## src/hdl/rgbc_pkg.sv

```systemverilog
// Package for the RGBC to HSL converter: widths and constants.
// No dependencies.
package rgbc_pkg;
    localparam int COUNT_BITS_DEF = 16;
    localparam int CH_BITS        = 8;
    localparam int HUE_BITS       = 9;
    localparam int SAT_BITS       = 7;
    // quotient bits kept by the normalizing divider (256 means saturate)
    localparam int NQ_BITS        = 9;
    // bits of the hue and saturation dividers
    localparam int HQ_BITS        = 6;
    localparam int SQ_BITS        = 7;

    typedef struct packed {
        logic [CH_BITS-1:0] r;
        logic [CH_BITS-1:0] g;
        logic [CH_BITS-1:0] b;
        logic               cz;
    } t_rgb;
endpackage

```

## src/hdl/rgbc_norm_div.sv

```systemverilog
// Pipelined restoring divider for ch*255/clear, one quotient bit per stage.
// Uses rgbc_pkg.
module rgbc_norm_div #(
    parameter int COUNT_BITS = rgbc_pkg::COUNT_BITS_DEF
) (
    input  logic                        i_clk,
    input  logic                        i_rst_n,
    input  logic                        i_en,
    input  logic [COUNT_BITS-1:0]       i_num,
    input  logic [COUNT_BITS-1:0]       i_den,
    output logic [rgbc_pkg::CH_BITS-1:0] o_q
);
    localparam int NQ = rgbc_pkg::NQ_BITS;
    localparam int PW = COUNT_BITS + 8;
    localparam int RW = COUNT_BITS + 1;

    // The quotient saturates at 255, so only its low NQ bits matter;
    // pre-check whether ch*255 >= 256*clear (saturate outright).
    logic [PW-1:0]         w_prod;
    logic                  w_sat;
    assign w_prod = PW'({8'd0, i_num} * PW'(255));
    assign w_sat  = w_prod >= {i_den, 8'd0};

    logic [RW-1:0]         r_rem [NQ];
    logic [PW-1:0]         r_num [NQ];
    logic [COUNT_BITS-1:0] r_den [NQ];
    logic [NQ-1:0]         r_q   [NQ];
    logic                  r_sat [NQ];

    logic [RW-1:0] w_try [NQ];
    logic [RW:0]   w_dif [NQ];

    // One quotient bit per stage, bits 7 down to 0 (sat flag covers bit 8).
    always_comb begin
        for (int s = 0; s < NQ; s++) begin
            w_try[s] = '0;
            w_dif[s] = '0;
        end
        for (int s = 1; s < NQ; s++) begin
            w_try[s] = {r_rem[s-1][RW-2:0], r_num[s-1][8 - s]};
            w_dif[s] = {1'b0, w_try[s]} - {2'b0, r_den[s-1]};
        end
    end

    always_ff @(posedge i_clk) begin
        if (i_en) begin
            r_rem[0] <= {1'b0, w_prod[PW-1:8]};
            r_num[0] <= w_prod;
            r_den[0] <= i_den;
            r_q[0]   <= '0;
            r_sat[0] <= w_sat;
            for (int s = 1; s < NQ; s++) begin
                r_num[s] <= r_num[s-1];
                r_den[s] <= r_den[s-1];
                r_sat[s] <= r_sat[s-1];
                if (!w_dif[s][RW]) begin
                    r_rem[s] <= w_dif[s][RW-1:0];
                    r_q[s]   <= {r_q[s-1][NQ-2:0], 1'b1};
                end else begin
                    r_rem[s] <= w_try[s];
                    r_q[s]   <= {r_q[s-1][NQ-2:0], 1'b0};
                end
            end
        end
    end

    assign o_q = r_sat[NQ-1] ? 8'hFF : r_q[NQ-1][7:0];

    // reset is unused in data path; keep port for uniformity
    logic w_unused;
    assign w_unused = i_rst_n;
endmodule

```

## src/hdl/rgbc_to_hsl_converter_top.sv

```systemverilog
// Top level of the RGBC to HSL converter.
// Uses rgbc_pkg and rgbc_norm_div.
//
// Usage: one sensor reading (red, green, blue, clear counts) enters on the
// input channel (i_valid/o_ready) and one word leaves on the output channel
// (o_valid/i_ready): normalized RGB, hue, saturation, lightness and a flag
// for a zero clear count.
// Throughput: one word per cycle unless the receiver stalls. Stages: the
// normalizing divider (one quotient bit per stage), min/max and sector setup
// (stages A and B), hue and saturation division (one bit per stage), hue
// offset (stage H), then the output register.
// The whole pipeline advances only when its last stage is free or being
// taken, so a stalled receiver freezes every stage; o_ready is low whenever
// an output word waits and i_ready is low, even with bubbles in the pipe.
// Reset clears the valid bits of all stages; no words are in flight after.
module rgbc_to_hsl_converter_top #(
    parameter int COUNT_BITS = rgbc_pkg::COUNT_BITS_DEF
) (
    input  logic                   i_clk,
    input  logic                   i_rst_n,
    input  logic                   i_valid,
    output logic                   o_ready,
    input  logic [COUNT_BITS-1:0]  i_red_count,
    input  logic [COUNT_BITS-1:0]  i_green_count,
    input  logic [COUNT_BITS-1:0]  i_blue_count,
    input  logic [COUNT_BITS-1:0]  i_clear_count,
    output logic                   o_valid,
    input  logic                   i_ready,
    output logic [7:0]             o_norm_red,
    output logic [7:0]             o_norm_green,
    output logic [7:0]             o_norm_blue,
    output logic [8:0]             o_hue_degrees,
    output logic [6:0]             o_saturation_pct,
    output logic [7:0]             o_lightness,
    output logic                   o_clear_zero
);
    localparam int ND  = rgbc_pkg::NQ_BITS;
    localparam int HQ  = rgbc_pkg::HQ_BITS;
    localparam int SQ  = rgbc_pkg::SQ_BITS;
    localparam int DIV = (HQ > SQ) ? HQ : SQ;
    localparam int LAT = ND + 2 + DIV + 2;

    // valid chain; advance everything when the output register frees
    logic [LAT-1:0] r_vld;
    logic           w_adv;
    assign w_adv   = !r_vld[LAT-1] || i_ready;
    assign o_ready = w_adv;
    assign o_valid = r_vld[LAT-1];

    always_ff @(posedge i_clk) begin
        if (!i_rst_n) begin
            r_vld <= '0;
        end else if (w_adv) begin
            r_vld <= {r_vld[LAT-2:0], i_valid};
        end
    end

    // Normalize the three channels
    logic [7:0] w_nr, w_ng, w_nb;
    rgbc_norm_div #(.COUNT_BITS(COUNT_BITS)) u_div_r (
        .i_clk(i_clk), .i_rst_n(i_rst_n), .i_en(w_adv),
        .i_num(i_red_count), .i_den(i_clear_count), .o_q(w_nr));
    rgbc_norm_div #(.COUNT_BITS(COUNT_BITS)) u_div_g (
        .i_clk(i_clk), .i_rst_n(i_rst_n), .i_en(w_adv),
        .i_num(i_green_count), .i_den(i_clear_count), .o_q(w_ng));
    rgbc_norm_div #(.COUNT_BITS(COUNT_BITS)) u_div_b (
        .i_clk(i_clk), .i_rst_n(i_rst_n), .i_en(w_adv),
        .i_num(i_blue_count), .i_den(i_clear_count), .o_q(w_nb));

    logic r_cz [ND];
    always_ff @(posedge i_clk) begin
        if (w_adv) begin
            r_cz[0] <= (i_clear_count == '0);
            for (int s = 1; s < ND; s++) r_cz[s] <= r_cz[s-1];
        end
    end

    // Stage A: max, min, sector
    rgbc_pkg::t_rgb r_a;
    logic [7:0] r_a_mx, r_a_mn;
    logic [1:0] r_a_sec;
    logic [7:0] w_mx, w_mn;
    logic [1:0] w_sec;
    always_comb begin
        w_mx = w_nr; w_sec = 2'd0;
        if (w_ng > w_mx) begin w_mx = w_ng; w_sec = 2'd1; end
        if (w_nb > w_mx) begin w_mx = w_nb; w_sec = 2'd2; end
        w_mn = w_nr;
        if (w_ng < w_mn) w_mn = w_ng;
        if (w_nb < w_mn) w_mn = w_nb;
    end
    always_ff @(posedge i_clk) begin
        if (w_adv) begin
            r_a     <= '{r: w_nr, g: w_ng, b: w_nb, cz: r_cz[ND-1]};
            r_a_mx  <= w_mx;
            r_a_mn  <= w_mn;
            r_a_sec <= w_sec;
        end
    end

    // Stage B: differences, signs, dividends and divisors
    rgbc_pkg::t_rgb r_b;
    logic [7:0]  r_b_d;
    logic [7:0]  r_b_lt;
    logic [13:0] r_b_hn;    // 60*|num|, at most 60*d
    logic        r_b_hneg;
    logic [1:0]  r_b_sec;
    logic [14:0] r_b_sn;    // d*100
    logic [8:0]  r_b_sd;
    logic [8:0] w_hd;
    logic       w_hneg;
    logic [8:0] w_sum;
    always_comb begin
        w_hd = '0;
        unique case (r_a_sec)
            2'd0:    w_hd = {1'b0, r_a.g} - {1'b0, r_a.b};
            2'd1:    w_hd = {1'b0, r_a.b} - {1'b0, r_a.r};
            default: w_hd = {1'b0, r_a.r} - {1'b0, r_a.g};
        endcase
        w_hneg = w_hd[8];
        if (w_hneg) w_hd = -w_hd;
        w_sum = {1'b0, r_a_mx} + {1'b0, r_a_mn};
    end
    always_ff @(posedge i_clk) begin
        if (w_adv) begin
            r_b      <= r_a;
            r_b_d    <= r_a_mx - r_a_mn;
            r_b_lt   <= w_sum[8:1];
            r_b_hn   <= {6'd0, w_hd[7:0]} * 14'd60;
            r_b_hneg <= w_hneg;
            r_b_sec  <= r_a_sec;
            r_b_sn   <= {7'd0, r_a_mx - r_a_mn} * 15'd100;
            r_b_sd   <= (w_sum[8:1] <= 8'd127) ? w_sum : 9'd510 - w_sum;
        end
    end

    // Division pipeline: hue 60*|n|/d (<=60, 6 bits), sat d*100/den (<=100)
    rgbc_pkg::t_rgb r_p [DIV];
    logic [7:0]  r_p_d   [DIV];
    logic [7:0]  r_p_lt  [DIV];
    logic        r_p_neg [DIV];
    logic [1:0]  r_p_sec [DIV];
    logic [14:0] r_hr    [DIV];
    logic [14:0] r_hnum  [DIV];
    logic [SQ-1:0] r_hq  [DIV];
    logic [15:0] r_sr    [DIV];
    logic [14:0] r_snum  [DIV];
    logic [8:0]  r_sd    [DIV];
    logic [SQ-1:0] r_sq  [DIV];

    logic [14:0] w_hr_in [DIV+1];
    logic [14:0] w_hn_in [DIV+1];
    logic [SQ-1:0] w_hq_in [DIV+1];
    logic [15:0] w_sr_in [DIV+1];
    logic [14:0] w_sn_in [DIV+1];
    logic [SQ-1:0] w_sq_in [DIV+1];
    logic [7:0]  w_dd_in [DIV+1];
    logic [8:0]  w_sdd_in [DIV+1];

    // Restoring step per stage, one quotient bit each, MSB first
    always_comb begin
        w_hr_in[0] = '0; w_hn_in[0] = {1'b0, r_b_hn}; w_hq_in[0] = '0;
        w_sr_in[0] = '0; w_sn_in[0] = r_b_sn;         w_sq_in[0] = '0;
        w_dd_in[0] = r_b_d; w_sdd_in[0] = r_b_sd;
        for (int s = 1; s <= DIV; s++) begin
            w_hr_in[s] = r_hr[s-1]; w_hn_in[s] = r_hnum[s-1]; w_hq_in[s] = r_hq[s-1];
            w_sr_in[s] = r_sr[s-1]; w_sn_in[s] = r_snum[s-1]; w_sq_in[s] = r_sq[s-1];
            w_dd_in[s] = r_p_d[s-1]; w_sdd_in[s] = r_sd[s-1];
        end
    end

    always_ff @(posedge i_clk) begin
        if (w_adv) begin
            for (int s = 0; s < DIV; s++) begin
                if (s == 0) begin
                    r_p[0] <= r_b; r_p_d[0] <= r_b_d; r_p_lt[0] <= r_b_lt;
                    r_p_neg[0] <= r_b_hneg; r_p_sec[0] <= r_b_sec;
                end else begin
                    r_p[s] <= r_p[s-1]; r_p_d[s] <= r_p_d[s-1];
                    r_p_lt[s] <= r_p_lt[s-1];
                    r_p_neg[s] <= r_p_neg[s-1]; r_p_sec[s] <= r_p_sec[s-1];
                end
                r_sd[s] <= w_sdd_in[s];
                // hue: remainder starts as n>>(SQ-1), shift in next bit
                begin
                    logic [14:0] hrem;
                    logic [15:0] srem;
                    if (s == 0) begin
                        hrem = 15'(w_hn_in[s] >> (SQ - 1));
                        srem = 16'(w_sn_in[s] >> (SQ - 1));
                    end else begin
                        hrem = {w_hr_in[s][13:0], w_hn_in[s][SQ-1-s]};
                        srem = {w_sr_in[s][14:0], w_sn_in[s][SQ-1-s]};
                    end
                    if (hrem >= {7'd0, w_dd_in[s]}) begin
                        r_hr[s] <= hrem - {7'd0, w_dd_in[s]};
                        r_hq[s] <= {w_hq_in[s][SQ-2:0], 1'b1};
                    end else begin
                        r_hr[s] <= hrem;
                        r_hq[s] <= {w_hq_in[s][SQ-2:0], 1'b0};
                    end
                    if (srem >= {7'd0, w_sdd_in[s]}) begin
                        r_sr[s] <= srem - {7'd0, w_sdd_in[s]};
                        r_sq[s] <= {w_sq_in[s][SQ-2:0], 1'b1};
                    end else begin
                        r_sr[s] <= srem;
                        r_sq[s] <= {w_sq_in[s][SQ-2:0], 1'b0};
                    end
                end
                r_hnum[s] <= w_hn_in[s];
                r_snum[s] <= w_sn_in[s];
            end
        end
    end

    // Stage H: apply sign and sector offset, wrap at 360
    rgbc_pkg::t_rgb r_h;
    logic [8:0] r_h_hue;
    logic [6:0] r_h_sat;
    logic [7:0] r_h_lt;
    logic       r_h_grey;
    logic [9:0] w_hue;
    logic [9:0] w_q;
    always_comb begin
        w_q = {3'd0, r_hq[DIV-1]};
        unique case (r_p_sec[DIV-1])
            2'd0:    w_hue = r_p_neg[DIV-1] ? 10'd360 - w_q : w_q;
            2'd1:    w_hue = r_p_neg[DIV-1] ? 10'd120 - w_q : 10'd120 + w_q;
            default: w_hue = r_p_neg[DIV-1] ? 10'd240 - w_q : 10'd240 + w_q;
        endcase
        if (w_hue >= 10'd360) w_hue = w_hue - 10'd360;
    end
    always_ff @(posedge i_clk) begin
        if (w_adv) begin
            r_h      <= r_p[DIV-1];
            r_h_hue  <= w_hue[8:0];
            r_h_sat  <= r_sq[DIV-1];
            r_h_lt   <= r_p_lt[DIV-1];
            r_h_grey <= (r_p_d[DIV-1] == 8'd0);
        end
    end

    // Output register: force all zeros on zero clear, zero hue and saturation on grey
    always_ff @(posedge i_clk) begin
        if (w_adv) begin
            o_clear_zero     <= r_h.cz;
            o_norm_red       <= r_h.cz ? 8'd0 : r_h.r;
            o_norm_green     <= r_h.cz ? 8'd0 : r_h.g;
            o_norm_blue      <= r_h.cz ? 8'd0 : r_h.b;
            o_lightness      <= r_h.cz ? 8'd0 : r_h_lt;
            o_hue_degrees    <= (r_h.cz || r_h_grey) ? 9'd0 : r_h_hue;
            o_saturation_pct <= (r_h.cz || r_h_grey) ? 7'd0 : r_h_sat;
        end
    end
endmodule

```

## config.mk

```make
export PLATFORM = sky130hd
export DESIGN_NAME = rgbc_to_hsl_converter_top
export DESIGN_NICKNAME = d
export VERILOG_FILES = /design/src/hdl/rgbc_pkg.sv /design/src/hdl/rgbc_norm_div.sv /design/src/hdl/rgbc_to_hsl_converter_top.sv
export SDC_FILE = /design/constraint.sdc
export NUM_CORES = 2
export LEC_CHECK = 0
export ABC_AREA = 1
export BUFFER_PORTS_ARGS = -buffer_cell sky130_fd_sc_hd__buf_4
export CAP_MARGIN = 20
export CORE_MARGIN = 2
export CORE_UTILIZATION = 58
export DETAILED_ROUTE_END_ITERATION = 10
export PLACE_DENSITY = 0.74
export SETUP_SLACK_MARGIN = 0.3
export SYNTH_ARGS = -nofsm -noshare
export SYNTH_HDL_FRONTEND = slang
export SYNTH_SLANG_ARGS = --single-unit
```

## constraint.sdc

```tcl
create_clock -name i_clk -period 20.7 [get_ports i_clk]
set_input_delay 2.07 -clock i_clk [delete_from_list [all_inputs] [get_ports i_clk]]
set_output_delay 2.07 -clock i_clk [all_outputs]
set_load 0.05 [all_outputs]
```

* Yosys cells after proc, flatten, opt, wreduce, memory -nomap -nowiden *
Memories as Yosys holds them, arrays and structs flattened. A register that Yosys moved wholly into a read port is not among the register bits.
Cells that the tools add are included.
Widths: inputs -> output; s select.

word-level totals
  flip-flop bits (word level) = 199
  memory bits (writable) = 2714
  input port bits = 68
  output and inout port bits = 51
  logic and storage cells = 555
  memories = 28

memory list
  name              words  width  rd ports  clocked after Yosys merged registers in  wr ports  RTL line                          text
  u_div_b.r_num     9      24     8         0                                        9         rgbc_norm_div.sv:25               logic [PW-1:0] r_num [NQ];
  u_div_g.r_num     9      24     8         0                                        9         rgbc_norm_div.sv:25
  u_div_r.r_num     9      24     8         0                                        9         rgbc_norm_div.sv:25
  r_p               7      25     7         1                                        7         rgbc_to_hsl_converter_top.sv:138  rgbc_pkg::t_rgb r_p [DIV];
  u_div_b.r_rem     9      17     8         0                                        9         rgbc_norm_div.sv:24               logic [RW-1:0] r_rem [NQ];
  u_div_g.r_rem     9      17     8         0                                        9         rgbc_norm_div.sv:24
  22 more memories  --     --     --        --                                       --        --

operators by class
  add/subtract/negate cells = 51
  multiply operators = 5
  $lt $le $gt $ge = 23
  equal/unequal tests = 2
  mux-type cells = 336
  bitwise operators = 76
  reduce and logical (&&, ||, !) cells = 7

operators with widths
  cell                   count
  $sub 17x16->18         24
  $mux 17                24
  $mux 9                 26
  $mux 1                 231
  $mux 16                14
  $mux 15                14
  $ge 16x9->1            7
  $sub 16x9->16          7
  $ge 15x8->1            7
  $sub 15x8->15          7
  $mux 7                 14
  $or 1x1->1             76
  $ge 24x24->1           3
  $mul 16x8->24 const B  3
  $mux 8                 8
  $mux 10                3
  $sub 8x8->9            3
  $pmux 10 s2            1
  $pmux 9 s2             1
  $gt 8x8->1             2
  $logic_not 16->1       1
  $lt 8x8->1             2
  $mul 8x5->13 const B   1
  $mul 8x4->12 const B   1
  17 further kinds       20

* Depth between registers and ports, before layout *
  depth after elaboration = 8
  mapped depth = 26
  gate-level depth less buffers = 26

* By module *
Synthesis repeated with hierarchy kept, for this count alone.

second synthesis, totals
  cells, all modules = 11735
  area total of the unflattened synthesis = 110803.8 sq um

modules (own cells, without submodules)
  module                     instances  cells each  area an instance (sq um)  seq. area each (sq um)
  rgbc_to_hsl_converter_top  1          3387        39595.5                   25034.0
  rgbc_norm_div (u_div_r)    1          2786        23770.3                   10109.7
  rgbc_norm_div (u_div_g)    1          2773        23736.5                   10109.7
  rgbc_norm_div (u_div_b)    1          2789        23701.5                   10109.7

* Worst setup path after synthesis *
OpenSTA, ideal clock, no wires.

  path kind = input -> output
  from = input i_ready
  to = output o_ready
  arrival = 20.076 ns
  required time = 18.630 ns
  path slack = -1.446 ns
  stages = 4
  path buffers = 2
  cells stage by stage = nor2_2 -> buf_2 -> clkbuf_1 -> inv_1

on the way
  cells in the longest elaborated chain, start to end = 1

ends and longest elaborated chain
  item                RTL line                         text
  start: declaration  rgbc_to_hsl_converter_top.sv:28  input logic i_ready,
  $logic_or 1x1->1    rgbc_to_hsl_converter_top.sv:46  assign w_adv = !r_vld[LAT-1] || i_ready;
  end: declaration    rgbc_to_hsl_converter_top.sv:22  output logic o_ready,

No other way between the ends.

==> impl_metrics.csv <==
group,metric,value,unit
critical_path,cp_cell_sequence,"buf_4, fa_1, inv_1, fa_1, fa_1, fa_1, inv_1, ha_1, nand2_1, o21ai_0, a31oi_1, o21ai_0, xor2_1, ha_1, nand2_1, inv_1, a221oi_1, nor2_1, nor2_1, o21a_1, o21ai_0",
yosys,synth_edf_count,1571,
yosys,synth_cells,9012,
critical_path,cp.required,21.26,ns
routing,topRoutingLayerUsed,"met5",
critical_path,path_max_fanout,5,
global_route,grt_pass1_vias,64360,
timing,worst_pin_slew,1.13,ns
clock_network,postCtsResizedCells,0,
die,ios,119,
yosys,post-synth-top-area-fraction,50.1,%
timing,period_needed,6.58,ns
critical_path,cp_data_arrival_time,7.14,ns
place,port_buffers,118,
timing,fin_skew,0.0362,ns
routing,post-route-drc-count,0,
clock_network,clk_pin_slew,0.06,ns
yosys,yosysSeqAreaShare,50.6,%
routing,vias,63895,
die,initial_core_util,58.5,%
critical_path,start_kind,"input pin",
critical_path,r2r_end,"r_b_hn[12]$_DFFE_PN_",
worst_hold_path,worstHoldStart,"r_p[0][14]$_DFFE_PN_",
yosys,syn_avg_cell_area,10.4,um^2
timing,fmax,152,MHz
critical_path,cp_common_cell,"fa_1",
yosys,ys_ff_latch,1596,
routing,avgViaCountPerCell,5.55,
timing,period_share,31.8,%
finish,layout-drive-gt1-share,6.65,%
routing,wl_per_cell,20.3,um
global_route,antenna_found_initial,3,
routing,drt_iter0_drc,4977,
critical_path,slowest_stage,"fa_1",
place,hpwl,181,mm
clock_network,clockRootBuffer,"clkbuf_16",
clock_network,clock_latency,0.81,ns
critical_path,r2r_slack,15.25,ns
run,maxCapViolCount,0,
finish,nets,10352,
timing,drv_slew,0,
routing,dr_wl_met3,9.39,mm
clock_network,htreeDepth,4,
yosys,netlist-cell-type-count,65,
critical_path,critPathMaxStageDelay,0.52,ns
routing,wl_met1,93.1,mm
critical_path,cpLargestDelayFamily,"adder cells",
critical_path,r2r_cells,24,
critical_path,path_class,"input pin to register",
critical_path,end_kind,"register",
die,die_h,407,um
critical_path,crit_start,"i_blue_count[1]",
timing,slew_headroom,24.4,%
timing,finalSetupViolCount,0,
yosys,synth.largest_area_cell,"edfxtp_1",
global_route,gr-total-overflow,0,
die,core,161000,um^2
routing,dr_wl_met2,117,mm
routing,first_pass_iters,6,
finish,area_growth,9.32,%
yosys,syn_area,94100,um^2
clock_network,cts_setup_buffers,0,
clock_network,postCtsHoldBufs,0,
yosys,synthArstFlopShare,0,%
worst_hold_path,hold_path_class,"register to register",
clock_network,cts_tree,"built",
die,row_count,147,
yosys,ys_warn_count,0,
critical_path,cp.depth,21,
clock_network,cts_buffer_depth,3,
outcome,status,"complete, no violations",
routing,drt-total-wl,233,mm
critical_path,crit_end,"u_div_b.r_sat[0][0]$_DFFE_PN_",
die,die_w,407,um
routing,drt.antenna.violating_nets,0,
timing,fin_setup_tns,0,ns
critical_path,reg2reg_from,"r_a[1]$_DFFE_PN_",
die,die_area,166000,um^2
critical_path,critPathBufInv,4,
yosys,ys.flop_type,"edfxtp_1",
global_route,grt_usage,28.6,%
timing,rsz0062_at_grt,"no",
yosys,syn_nets,10146,
global_route,grt_pass1_wl,361,mm
global_route,grt_max_degree,188,
clock_network,cts-buffers-inserted,167,
clock_network,cts.sinks,1596,
yosys,yosys-top-cells-area,"edfxtp_1 (50%), ha_1 (11%), nand2_1 (6.8%)",
place,place_congestion,0.956,
timing,finalHoldViolCount,0,
synth_stat cells (24+ instances only):
cell type / count
nand2_2: 35
a21boi_0: 26
edfxtp_1: 1571
ha_1: 800
xor2_1: 323
o31ai_1: 25
xnor2_1: 160
o21ai_0: 356
a31oi_1: 27
fa_1: 266
o21ai_1: 98
clkbuf_1: 38
inv_1: 1315
nand3_1: 503
a21oi_1: 508
a21o_1: 52
nand4_1: 120
o21ai_2: 38
dfxtp_1: 25
nor4_1: 26
nor3_1: 101
o2111ai_1: 33
nor2_1: 515
buf_6: 28
nand2_4: 24
nand2_1: 1704
buf_2: 28
registers in the layout, summed over array words and instances (netlist names), 28 cells and up:
name / cells
r_p_lt: 56
r_p_d: 52
u_div_b.r_q: 36
u_div_b.r_num: 52
u_div_r.r_num: 52
u_div_g.r_rem: 112
r_sr: 90
u_div_r.r_rem: 112
u_div_g.r_num: 52
r_hq: 28
u_div_b.r_rem: 112
u_div_r.r_q: 36
u_div_g.r_q: 36
r_hr: 83
u_div_b.r_den: 127
r_sq: 28
r_p: 175
r_sd: 52
area by class of cell:
cell class                      instances  area [um^2]
Clock inverter                        103         1250
Tap cell                             2160         2700
Inverter                             1336         5030
Sequential cell                      1596        47700
Timing Repair Buffer                  152         1230
Fill cell                           12819        58000
Clock buffer                          200         4340
Multi-Input combinational cell       5965        40700
Antenna cell                            1         2.50
stage by stage:
step,cells,util (%),hold WS (ns),setup WS [ns],area [um^2]
finish,11513,63.9,0.392,14.12,103000
global route,11512,63.9,0.409,13.73,103000
CTS,11504,63.9,0.398,14.26,103000
detailed placement,11201,60.4,0.405,13.40,97200
global placement,11200,60.4,0.401,13.47,97200
floorplan,9012,-,0.400,0.801,94100
worst register-to-register path: stages, from the launching register on:
cell and delay, ns:
edfxtp_1 0.42, inv_1 0.09, ha_1 0.19, inv_1 0.10, fa_1 0.49, nand2_1 0.06
nand3_1 0.09, o21ai_0 0.28, ha_1 0.34, nor2_1 0.14, xor2_1 0.36, inv_1 0.16
fa_1 0.61, inv_1 0.06, fa_1 0.48, inv_1 0.07, fa_1 0.40, nand3_1 0.09
nand2_1 0.10, nand2_1 0.08, nand2_1 0.05, a21oi_1 0.20, o21bai_1 0.09, a21oi_1 0.17
xnor2_1 0.09
kinds of logic after synthesis:
| kind of cell | share of synthesized area, % |
|---|---|
| AO/OA/AOI/OAI | 7.91 |
| AND/OR/NAND/NOR | 14.5 |
| adder cells (fa/ha/maj) | 16.3 |
| XOR/XNOR | 4.49 |
| buffers and inverters | 6.15 |
| flip-flops | 50.6 |
worst min-delay path by stage:
stage / to / slack (ns) / depth (start not counted)
4_1_cts: r_p[1][14]$_DFFE_PN_ / 0.40 / 0
2_1_floorplan: r_a[0]$_DFFE_PN_ / 0.40 / 0
6_report: r_p[1][14]$_DFFE_PN_ / 0.39 / 0
5_1_grt: r_p[0][18]$_DFFE_PN_ / 0.41 / 0
3_5_place_dp: r_h[0]$_DFFE_PN_ / 0.40 / 0
3_3_place_gp: r_p_lt[2][2]$_DFFE_PN_ / 0.40 / 0
cell usage in the layout (no fill, tap or decap), types with 27 or more instances in the layout:
| cell type | count |
|---|---|
| o21ai_2 | 38 |
| xor2_1 | 323 |
| inv_1 | 1314 |
| clkinv_2 | 27 |
| a31oi_1 | 27 |
| ha_1 | 800 |
| o2111ai_1 | 33 |
| edfxtp_1 | 1571 |
| nand2_2 | 35 |
| o21ai_0 | 356 |
| a21oi_1 | 508 |
| nand3_1 | 503 |
| o21ai_1 | 98 |
| clkbuf_1 | 29 |
| nand2_1 | 1704 |
| nor2_1 | 515 |
| fa_1 | 266 |
| nor3_1 | 101 |
| nand4_1 | 120 |
| a21o_1 | 52 |
| clkbuf_16 | 167 |
| buf_4 | 139 |
| xnor2_1 | 160 |
metal layers:
layer,GRT usage [%],vias to the layer above
met5,0,-
met4,15.6,2
met3,3.29,523
met2,50.2,1704
met1,34.3,30427
li1,-,31239
Power is left out: the tool's default activity adds up to more than one toggle a clock period on the data nets, which glitch-free logic cannot reach.
